### src/design/lncp_pkg.sv
// ----------------------------------------------------------------------------
// lncp_pkg
// Shared types, constants and helpers for the line near-clip projection block.
// ----------------------------------------------------------------------------
package lncp_pkg;

  localparam int FRAC_BITS   = 12;
  localparam int SCREEN_BITS = 10;
  localparam int VAL_W       = 16;
  localparam int SIZE_W      = SCREEN_BITS + 1;
  localparam int NEAR_W      = 15;
  localparam int IN_W        = 6 * VAL_W;
  localparam int OUT_W       = ((4 * SCREEN_BITS + 7) / 8) * 8;
  localparam int QUEUE_DEPTH = 4;

  localparam logic [SIZE_W-1:0] SIZE_MAX     = SIZE_W'(1 << SCREEN_BITS);
  localparam logic [SIZE_W-1:0] WIDTH_RESET  = SIZE_W'(80);
  localparam logic [SIZE_W-1:0] HEIGHT_RESET = SIZE_W'(40);
  localparam logic [NEAR_W-1:0] NEAR_RESET   = NEAR_W'(((1 << FRAC_BITS) + 5) / 10);

  typedef enum logic [1:0] {
    REG_WIDTH  = 2'd0,
    REG_HEIGHT = 2'd1,
    REG_NEAR   = 2'd2
  } reg_idx_t;

  typedef logic signed [VAL_W-1:0] val_t;

  typedef struct packed {
    logic [SIZE_W-1:0] width;
    logic [SIZE_W-1:0] height;
    logic [NEAR_W-1:0] near_plane;
  } cfg_t;

  // clipped segment handed from front to back
  typedef struct packed {
    logic rej;
    val_t x1;
    val_t y1;
    val_t w1;
    val_t x2;
    val_t y2;
    val_t w2;
  } seg_t;

  // screen size with zero raised to one and oversize saturated
  function automatic logic [SIZE_W-1:0] eff_size(input logic [SIZE_W-1:0] r);
    logic [SIZE_W-1:0] s;
    s = r;
    if (r == '0) begin
      s = SIZE_W'(1);
    end else if (r > SIZE_MAX) begin
      s = SIZE_MAX;
    end
    return s;
  endfunction

endpackage

### src/design/lncp_fifo.sv
// ----------------------------------------------------------------------------
// lncp_fifo
// Short register queue between the clip front end and the mapping back end.
// ----------------------------------------------------------------------------
module lncp_fifo (
  input  logic            clk,
  input  logic            rst,
  input  logic            push,
  input  lncp_pkg::seg_t  wdata,
  output logic            full,
  input  logic            pop,
  output lncp_pkg::seg_t  rdata,
  output logic            empty
);

  localparam int DEPTH = lncp_pkg::QUEUE_DEPTH;
  localparam int AW    = $clog2(DEPTH);

  lncp_pkg::seg_t mem [0:DEPTH-1];
  logic [AW-1:0]  wp;
  logic [AW-1:0]  rp;
  logic [AW:0]    count;

  always_ff @(posedge clk) begin
    if (rst) begin
      wp    <= '0;
      rp    <= '0;
      count <= '0;
    end else begin
      if (push) begin
        wp <= (wp == AW'(DEPTH - 1)) ? '0 : wp + AW'(1);
      end
      if (pop) begin
        rp <= (rp == AW'(DEPTH - 1)) ? '0 : rp + AW'(1);
      end
      if (push && !pop) begin
        count <= count + (AW+1)'(1);
      end else if (pop && !push) begin
        count <= count - (AW+1)'(1);
      end
    end
  end

  always_ff @(posedge clk) begin
    if (push) begin
      mem[wp] <= wdata;
    end
  end

  assign rdata = mem[rp];
  assign full  = (count == (AW+1)'(DEPTH));
  assign empty = (count == '0);

  a_no_overfill: assert property (@(posedge clk) disable iff (rst)
    count <= (AW+1)'(DEPTH))
    else $error("queue count beyond depth");

  a_no_pop_empty: assert property (@(posedge clk) disable iff (rst)
    pop |-> !empty)
    else $error("pop from empty queue");

  a_push_grows: assert property (@(posedge clk) disable iff (rst)
    push && !pop |=> count == $past(count) + (AW+1)'(1))
    else $error("queue count not incremented on push");

endmodule

### config.mk
export PLATFORM = sky130hd
export DESIGN_NAME = lncp_fifo
export DESIGN_NICKNAME = d
export VERILOG_FILES = /design/src/design/lncp_pkg.sv /design/src/design/lncp_fifo.sv
export SDC_FILE = /design/constraint.sdc
export NUM_CORES = 1
export LEC_CHECK = 0
export BUFFER_PORTS_ARGS = -buffer_cell sky130_fd_sc_hd__clkbuf_2
export CAP_MARGIN = 20
export CELL_PAD_IN_SITES_DETAIL_PLACEMENT = 0
export CELL_PAD_IN_SITES_GLOBAL_PLACEMENT = 1
export CORE_MARGIN = 2
export CORE_UTILIZATION = 37
export CTS_CLUSTER_SIZE = 12
export DETAILED_ROUTE_END_ITERATION = 6
export PLACE_DENSITY_LB_ADDON = 0.1
export SETUP_SLACK_MARGIN = 0.05
export SYNTH_ARGS = -nofsm -noshare
export SYNTH_HDL_FRONTEND = slang
export SYNTH_SLANG_ARGS = --single-unit
export TNS_END_PERCENT = 50
### constraint.sdc
create_clock -name clk -period 3.2 [get_ports clk]
set_input_delay 0.16 -clock clk [delete_from_list [all_inputs] [get_ports clk]]
set_output_delay 0.16 -clock clk [all_outputs]
set_load 0.02 [all_outputs]
==> results.py, run 1 <==
metrics = {
    "outcome": {
        "status": "finished, final reports clean",
    },
    "routing": {
        "drt-initial-drc-count": 263,
        "vias": 6924,
        "vias_per_cell": 4.81,
        "detail-route-antenna-nets": 0,
        "post-route-drc-count": 0,
        "dr.pass1.iters": 4,
        "totalWireLength_um": 29600,
        "routedWlPerCell_um": 20.6,
    },
    "grt": {
        "grt_pass1_vias": 7711,
        "use_met1_pct": 18.9,
        "overflow": 0,
        "grt_util_met2_pct": 24.9,
        "grtUsageTotal_pct": 14.9,
        "gr-usage-met3_pct": 3.66,
        "grt_max_degree": 61,
        "grt_first_pass_wirelength_um": 45300,
        "grt.busiest_layer": "met2",
        "antenna_found_initial": 2,
    },
    "clocking": {
        "postCtsSetupBuffers": 0,
        "cts_max_level": 2,
        "cts_max_path_buffers": 3,
        "cts_tree": "yes",
        "clk_latency_ns": 0.55,
        "cts_resized": 0,
        "clkTransAtPathRegs_ns": 0.06,
        "holdBufCountCts": 99,
        "cts.sinks": 397,
        "cts_buffers": 43,
        "clock_tree.root_cell": "clkbuf_16",
    },
    "worst_hold_path": {
        "hp-start": "push",
        "holdPathStages": 3,
        "holdCritPathClass": "input port to flop",
    },
    "timing": {
        "max_freq_mhz": 415,
        "finalSetupViolations": 0,
        "finalCriticalPeriod_ns": 2.41,
        "slew_headroom_pct": 60.5,
        "finClkSkew_ns": 0.00986,
        "rsz0062_at_grt": "false",
        "fin_tns_setup_ns": 0,
        "maxSlewViolCount": 0,
        "hold_violations": 0,
        "layout_worst_path_cycle_share_pct": 75.3,
        "worst_pin_slew_ns": 0.593,
    },
    "power": {
        "finalPower_w": 0.0118,
        "power.density_mw_per_mm2": 640,
        "ir_drop_v": 0.000377,
        "p_leak_nw": 6.30,
    },
    "logic_synthesis": {
        "synthTopCellsByArea": "edfxtp_1, mux4_2, dfxtp_1",
        "syn_inst": 551,
        "synth_nets": 659,
        "ys_types": 19,
        "ys_warn_count": 0,
        "synth_top_area_share_pct": 80.8,
        "yosysTopAreaCell": "edfxtp_1",
        "synth_area_per_cell_um2": 26.2,
        "syn_area_mm2": 0.0144,
        "ys_ff_latch": 397,
        "seq_area_frac_synth_pct": 82.0,
    },
    "critical_path": {
        "critical_path_arrival_ns": 2.25,
        "critPathRequiredTime_ns": 3.04,
        "critPathMaxFanout": 39,
        "critPathLaunchType": "flop",
        "rr_worst_depth": 3,
        "end_kind": "output pin",
        "crit_type": "flop to output pin",
        "worstReg2RegStart": "wp[0]",
    },
    "place": {
        "io_buffers": 199,
        "hpwl_um": 17900,
        "routabilityCongestion": 0.699,
        "dp_cells": 1263,
        "dpl-instance-area_mm2": 0.0162,
    },
    "floorplan": {
        "dieHeight_um": 201,
        "die_w_um": 201,
        "ioPinCount": 200,
        "fp.coreArea_mm2": 0.0386,
        "die_area_mm2": 0.0406,
        "start_util_pct": 37.4,
        "rows": 72,
    },
    "layout": {
        "final_nets": 997,
        "area_growth_pct": 27.9,
        "fin_cells": 1439,
        "layout-drive-gt1-share_pct": 40.4,
        "fin_area_mm2": 0.0184,
    },
    "flow_run": {
        "cap_violations": 0,
    },
}
==> metrics by stage <==
step	hold slack [ns]	worst slack [ns]	utilization (%)
after floorplan	0.229	-0.0522	-
after detailed placement	0.380	1.30	41.9
final	0.0363	0.790	47.8
after global routing	0.0777	0.621	47.8
after CTS	0.00943	0.688	47.8
after global placement	0.372	1.31	41.9
==> Yosys cell counts, drive strengths merged <==
master and number:
nor3b 2, nor2 7, buf 16, ha 6, o21ai 1, mux4 97, mux2i 4, a21oi 2
nor3 1, and2 4, fa 1, inv 4, dfxtp 9, xor2 2, or3 1, clkbuf 6
edfxtp 388
==> layer usage <==
metal | vias to the layer above | share of wire [%] | routed length (um)
met2 | 155 | 50 | 14900
met5 | - | 0.044 | 13
li1 | 3064 | - | -
met1 | 3657 | 42 | 12500
met4 | 2 | 2.3 | 688
met3 | 46 | 5.0 | 1470
==> kinds of logic (layout without fill, tap and decap cells) <==
family                   Yosys count  after routing  share of synthesized area, %
AND/OR/NAND/NOR                   15             15                         0.538
adder cells (fa/ha/maj)            7              7                         0.659
other                              0              1                             0
multiplexers                     101            101                          15.4
flip-flops                       397            397                          82.0
buffers and inverters             26            395                          1.14
XOR/XNOR                           2              2                         0.121
AO/OA/AOI/OAI                      3              3                         0.104
==> sequential cells by signal, indices dropped and copies added (netlist names), named ones only <==
register,cells
mem,388
count,3
rp,2
wp,2
==> final timing paths <==
kind	to	slack [ns]
setup / recovery	rdata[46]	0.79
hold reg to reg	flop	0.55
hold / removal	wp[1]	0.04
setup reg to reg	mem[3][54]	1.43
==> placed cells by master, fill, tap and decap left out, types with 2 or more instances in the layout <==
cell type / n
buf_12: 7
mux4_2: 97
dfxtp_4: 2
edfxtp_1: 388
and2_4: 4
clkbuf_2: 199
clkbuf_1: 13
dlygate4sd3_1: 99
clkinv_2: 6
ha_1: 6
mux2i_1: 4
nor3b_1: 2
a21oi_1: 2
dfxtp_1: 7
nor2_1: 7
clkinv_1: 10
buf_4: 10
xor2_1: 2
clkbuf_16: 45
inv_1: 4
bufinv_16: 2
==> area by class of cell <==
cell class / count / area [um^2]
Fill cell: 3291 / 20100
Multi-Input combinational cell: 128 / 2440
Clock buffer: 58 / 1170
Clock inverter: 18 / 128
Timing Repair Buffer: 315 / 2200
Inverter: 4 / 15.0
Sequential cell: 397 / 11800
Antenna cell: 1 / 2.50
Tap cell: 518 / 648
==> critical path, cell delays in order (launching register included) <==
cell and delay [ns]:
dfxtp_4 0.54, buf_12 0.35, mux4_2 0.58, clkbuf_2 0.18
==> report_power, final <==
part           switching (W)  internal [W]
registers          0.0000623       0.00596
logic               0.000697      0.000514
clock network        0.00185       0.00272
total                0.00261       0.00919
(Power assumes the default switching activity.)
==> run 2, diff against run 1 <==
- clock period: 3.2 -> 2.3 ns (I/O delays scaled with it)
==> run 2 against run 1 <==
Net effect:
- count of clock-buffer cells in the layout decreased by 1
- sequential share of layout area decreased by 0.50 points
- setup slack got worse by 0.63 ns
- routed wire length increased by 3.0%
- sequential power increased by 39%
- core utilization increased by 0.38 points
- clock skew decreased by 0.00077 ns
- flip-flop and latch count unchanged
- critical endpoint is now rdata[25]
- largest power group unchanged
- highest routed layer is now met4
==> results.py, run 2 (synthesis gave the netlist of run 1 again) <==
metrics = {
    "timing": {
        "hold_violations": 0,
        "slew_headroom_pct": 71.0,
        "finalSetupViolations": 0,
        "rsz0062_at_grt": "true",
        "finalCriticalPeriod_ns": 2.14,
        "layout_worst_path_cycle_share_pct": 93.2,
        "worst_pin_slew_ns": 0.435,
        "finClkSkew_ns": 0.00908,
        "max_freq_mhz": 467,
        "worst_slack_ns": 0.157,
        "maxSlewViolCount": 0,
    },
    "critical_path": {
        "reg2reg_slack_ns": 0.66,
        "critical_path_arrival_ns": 2.03,
        "critPathMaxFanout": 35,
        "r2r-end": "mem[3][38]",
        "critPathLaunchType": "flop",
        "worstReg2RegStart": "wp[0]",
        "crit_type": "flop to output pin",
        "critPathRequiredTime_ns": 2.18,
        "rr_worst_depth": 3,
        "end_kind": "output pin",
    },
    "place": {
        "routabilityCongestion": 0.718,
        "hpwl_um": 18700,
        "post-place-ws_ns": 0.608,
        "io_buffers": 199,
    },
    "layout": {
        "nFillCells": 3298,
        "layout-drive-gt1-share_pct": 41.1,
        "top_regs": "mem: 388 flops, count: 3 flops",
        "layout_common_cells": "edfxtp_1, clkbuf_2, dlygate4sd3_1, mux4_2, clkbuf_16",
        "area_growth_pct": 28.9,
        "final_nets": 1007,
        "num_antenna_cells": 0,
        "largest_register_ffs": 388,
        "final_common_cell": "edfxtp_1",
        "regMostFlops": "mem",
    },
    "grt": {
        "grtUsageTotal_pct": 15.4,
        "overflow": 0,
        "grt_first_pass_wirelength_um": 46700,
        "grt_max_degree": 40,
        "antenna_found_initial": 0,
        "grt_pass1_vias": 7789,
    },
    "floorplan": {
        "die_area_mm2": 0.0406,
        "fp.coreArea_mm2": 0.0386,
        "die_w_um": 201,
        "dieHeight_um": 201,
        "rows": 72,
        "ioPinCount": 200,
        "start_util_pct": 37.4,
    },
    "worst_hold_path": {
        "hp-start": "wdata[37]",
        "holdPathEnd": "mem[2][37]",
        "holdCritPathClass": "input port to flop",
        "holdPathStages": 2,
    },
    "clocking": {
        "clkTransAtPathRegs_ns": 0.06,
        "cts_max_level": 2,
        "cts_max_path_buffers": 3,
        "clock_tree.root_cell": "clkbuf_16",
        "cts.sinks": 397,
        "cts_buffers": 42,
        "cts_tree": "yes",
        "clk_latency_ns": 0.55,
    },
    "routing": {
        "dr.pass1.iters": 4,
        "routedWlPerCell_um": 21.1,
        "drt-initial-drc-count": 211,
        "post-route-drc-count": 0,
        "detail-route-antenna-nets": 0,
        "vias_per_cell": 4.80,
        "totalWireLength_um": 30500,
        "vias": 6926,
    },
    "power": {
        "p_leak_nw": 6.37,
        "finalPower_w": 0.0164,
        "ir_drop_v": 0.000519,
        "power.density_mw_per_mm2": 882,
    },
    "flow_run": {
        "cap_violations": 0,
    },
    "outcome": {
        "status": "finished, final reports clean",
    },
}
-- run 2: cell types whose count changed in the layout (fill, tap and decap cells not counted), sizes merged --
cell	previous run	this run
diode	1	0
dlygate4sd3	99	101
bufinv	2	1
clkbuf	257	256
buf	17	26
clkinv	16	13
-- run 2: through the flow --
stage | cells | hold slack [ns] | setup TNS, ns | instance area, um^2 | utilization [%]
2_1_floorplan | 551 | 0.184 | -183.05 | 14400 | -
3_3_place_gp | 1271 | 0.327 | 0 | 16300 | 42.2
3_5_place_dp | 1271 | 0.337 | 0 | 16300 | 42.2
4_1_cts | 1444 | 0.279 | 0 | 18600 | 48.2
5_1_grt | 1444 | 0.308 | 0 | 18600 | 48.2
6_report | 1444 | 0.319 | 0 | 18600 | 48.2
-- run 2: what timing repair did --
| action | in CTS | in global routing |
|---|---|---|
| buffers inserted | 1 | 0 |
| pin swaps | 0 | 0 |
| hold buffers | 101 | 0 |
| hold endpoints to repair | 397 | 0 |
| setup endpoints to repair | 9 | 3 |
| gates resized for setup | 0 | 1 |
-- run 2: worst max-delay path by stage --
| stage | from | to | cells past startpoint |
|---|---|---|---|
| 2_1_floorplan | wp[0] | mem[2][0] | 3 |
| 3_3_place_gp | flop | rdata[42] | 3 |
| 3_5_place_dp | push | count[2] | 7 |
| 4_1_cts | flop | rdata[83] | 3 |
| 5_1_grt | flop | rdata[25] | 3 |
| 6_report | flop | rdata[25] | 3 |
-- run 2: worst max-delay path: stages (launching register included) --
cell	delay (ns)
dfxtp_4	0.40
buf_16	0.28
mux4_2	0.58
clkbuf_2	0.18
-- run 2: layout make-up --
cell class	instances	area (um^2)	area share [%]
flip-flops and latches	397	11800	63.7
multi-input cells	128	2440	13.1
repair buffers	326	2380	12.8
clock buffers	57	1190	6.41
well taps	518	648	3.49
clock inverters	14	85.1	0.458
inverters	4	15.0	0.0807
-- run 2: routing by layer --
| layer | share of wire [%] | vias to the layer above | wire [um] | GRT usage [%] |
|---|---|---|---|---|
| li1 | - | 3070 | - | - |
| met1 | 42 | 3638 | 12900 | 19.6 |
| met2 | 51 | 183 | 15400 | 26.0 |
| met3 | 5.7 | 35 | 1730 | 4.15 |
| met4 | 1.6 | 0 | 501 | 4.15 |
| met5 | 0 | - | 0 | 0 |
-- run 2: power by group --
group / total [W] / switching (W) / internal, W
registers: 0.00837 / 0.0000858 / 0.00829
clock network: 0.00629 / 0.00258 / 0.00371
logic: 0.00174 / 0.000994 / 0.000748
total: 0.0164 / 0.00366 / 0.0127
==> run 3, diff against run 2 <==
- PLACE_DENSITY_LB_ADDON: 0.1 -> 0.3
==> run 3 against run 2 <==
Net effect:
- global-route usage is 0.99 points lower
- largest cell class unchanged
- largest power group unchanged
- routed wire length shrank 6.4%
- highest routed layer unchanged
- register-to-register slack about the same
- cell area rose by 0.54%
- cell count up 0.28%
- combinational power is essentially flat
==> results.py, run 3 (synthesis gave the netlist of run 1 again) <==
metrics = {
    "timing": {
        "rsz0062_at_grt": "false",
        "hold_violations": 0,
        "finalCriticalPeriod_ns": 2.08,
        "maxSlewViolCount": 0,
        "worst_slack_ns": 0.217,
        "max_freq_mhz": 480,
        "finalSetupViolations": 0,
        "layout_worst_path_cycle_share_pct": 90.6,
        "finClkSkew_ns": 0.00870,
        "worst_pin_slew_ns": 0.413,
        "slew_headroom_pct": 72.5,
    },
    "clocking": {
        "clock_tree.root_cell": "clkbuf_16",
        "cts_buffers": 42,
        "cts_max_level": 2,
        "clkTransAtPathRegs_ns": 0.06,
        "cts_max_path_buffers": 3,
        "clk_latency_ns": 0.54,
        "cts.sinks": 397,
        "cts_tree": "yes",
        "cts_resized": 0,
    },
    "power": {
        "power.density_mw_per_mm2": 878,
        "p_leak_nw": 6.40,
        "ir_drop_v": 0.000566,
        "finalPower_w": 0.0164,
    },
    "place": {
        "dpl-instance-area_mm2": 0.0163,
        "io_buffers": 199,
        "dp_cells": 1271,
        "post-place-ws_ns": 0.522,
        "routabilityCongestion": 0.692,
        "hpwl_um": 17000,
    },
    "floorplan": {
        "die_area_mm2": 0.0406,
        "dieHeight_um": 201,
        "rows": 72,
        "die_w_um": 201,
        "ioPinCount": 200,
        "fp.coreArea_mm2": 0.0386,
        "start_util_pct": 37.4,
    },
    "routing": {
        "drt-initial-drc-count": 324,
        "detail-route-antenna-nets": 0,
        "dr.pass1.iters": 5,
        "vias_per_cell": 4.76,
        "post-route-drc-count": 0,
        "totalWireLength_um": 28600,
        "routedWlPerCell_um": 19.7,
        "vias": 6894,
    },
    "grt": {
        "grt_max_degree": 55,
        "grt_util_met2_pct": 22.9,
        "grtUsageTotal_pct": 14.4,
        "grt_first_pass_wirelength_um": 44300,
        "grt.busiest_layer": "met2",
        "grt_pass1_vias": 7444,
        "antenna_found_initial": 0,
        "overflow": 0,
        "use_met1_pct": 19.8,
        "gr-usage-met3_pct": 3.71,
    },
    "critical_path": {
        "critPathRequiredTime_ns": 2.18,
        "critPathMaxFanout": 10,
        "crit_type": "flop to output pin",
        "critPathLaunchType": "flop",
        "critical_path_arrival_ns": 1.97,
        "end_kind": "output pin",
    },
    "layout": {
        "utilization_pct": 48.5,
        "layout-drive-gt1-share_pct": 41.1,
        "area_growth_pct": 29.6,
        "largest_register_ffs": 388,
        "nFillCells": 3225,
        "fin_cells": 1448,
        "fin_area_mm2": 0.0187,
        "num_antenna_cells": 0,
        "regArea_mm2": 0.0118,
        "final_nets": 1012,
        "top_regs": "mem: 388 flops, count: 3 flops",
        "layout_common_cells": "edfxtp_1, clkbuf_2, dlygate4sd3_1, mux4_2, clkbuf_16",
        "final_common_cell": "edfxtp_1",
        "multi_input_comb_area_mm2": 0.00244,
        "regMostFlops": "mem",
    },
    "flow_run": {
        "cap_violations": 0,
    },
    "worst_hold_path": {
        "holdCritPathClass": "input port to flop",
    },
    "outcome": {
        "status": "finished, final reports clean",
    },
}
==> run 3: cell types whose count changed in the layout (fill, tap and decap cells not counted), moves of 2 or more <==
cell	before	now
clkinv_2	5	2
clkbuf_8	2	0
clkbuf_1	10	14
buf_12	12	19
==> run 3: worst paths after layout <==
| kind | from | to | slack [ns] | cells past startpoint |
|---|---|---|---|---|
| hold reg to reg | count[2] | count[2] | 0.50 | 2 |
| hold / removal | wdata[9] | mem[2][9] | 0.33 | 2 |
| setup reg to reg | wp[0] | mem[2][48] | 0.67 | 4 |
| setup / recovery | flop | rdata[83] | 0.22 | 4 |
==> run 3: report_power, final <==
group          total (W)  internal, W  switching (W)
combinational    0.00175     0.000781       0.000969
sequential       0.00837      0.00829      0.0000833
clock            0.00630      0.00376        0.00254
total             0.0164       0.0128        0.00359
==> run 3: area by class of cell <==
| cell class | instances | area share, % |
|---|---|---|
| Clock buffer | 59 | 6.30 |
| Multi-Input combinational cell | 128 | 13.1 |
| Inverter | 4 | 0.0803 |
| Sequential cell | 397 | 63.3 |
| Timing Repair Buffer | 331 | 13.3 |
| Clock inverter | 11 | 0.515 |
| Tap cell | 518 | 3.47 |
==> run 3: what timing repair did <==
| item | 4_1_cts | 5_1_grt |
|---|---|---|
| endpoints found under the setup margin | 90 | 0 |
| hold buffers | 101 | 0 |
| hold endpoints to repair | 397 | 0 |
| setup buffers | 6 | 0 |
==> run 3: routing by layer <==
metal | up-vias | routed length (um)
met3 | 44 | 1570
li1 | 3077 | -
met2 | 187 | 13700
met4 | 0 | 522
met1 | 3586 | 12700
met5 | - | 0
==> run 3: through the flow <==
| stage | hold slack, ns | TNS (ns) |
|---|---|---|
| 6_report | 0.334 | 0 |
| 5_1_grt | 0.314 | 0 |
| 4_1_cts | 0.287 | 0 |
| 3_5_place_dp | 0.335 | 0 |
| 3_3_place_gp | 0.333 | 0 |
| 2_1_floorplan | 0.184 | -183.05 |
==> run 3: critical path, cell delays in order, from the launching register on <==
cell	delay, ns
dfxtp_4	0.40
buf_12	0.16
buf_12	0.16
mux4_2	0.53
clkbuf_2	0.18
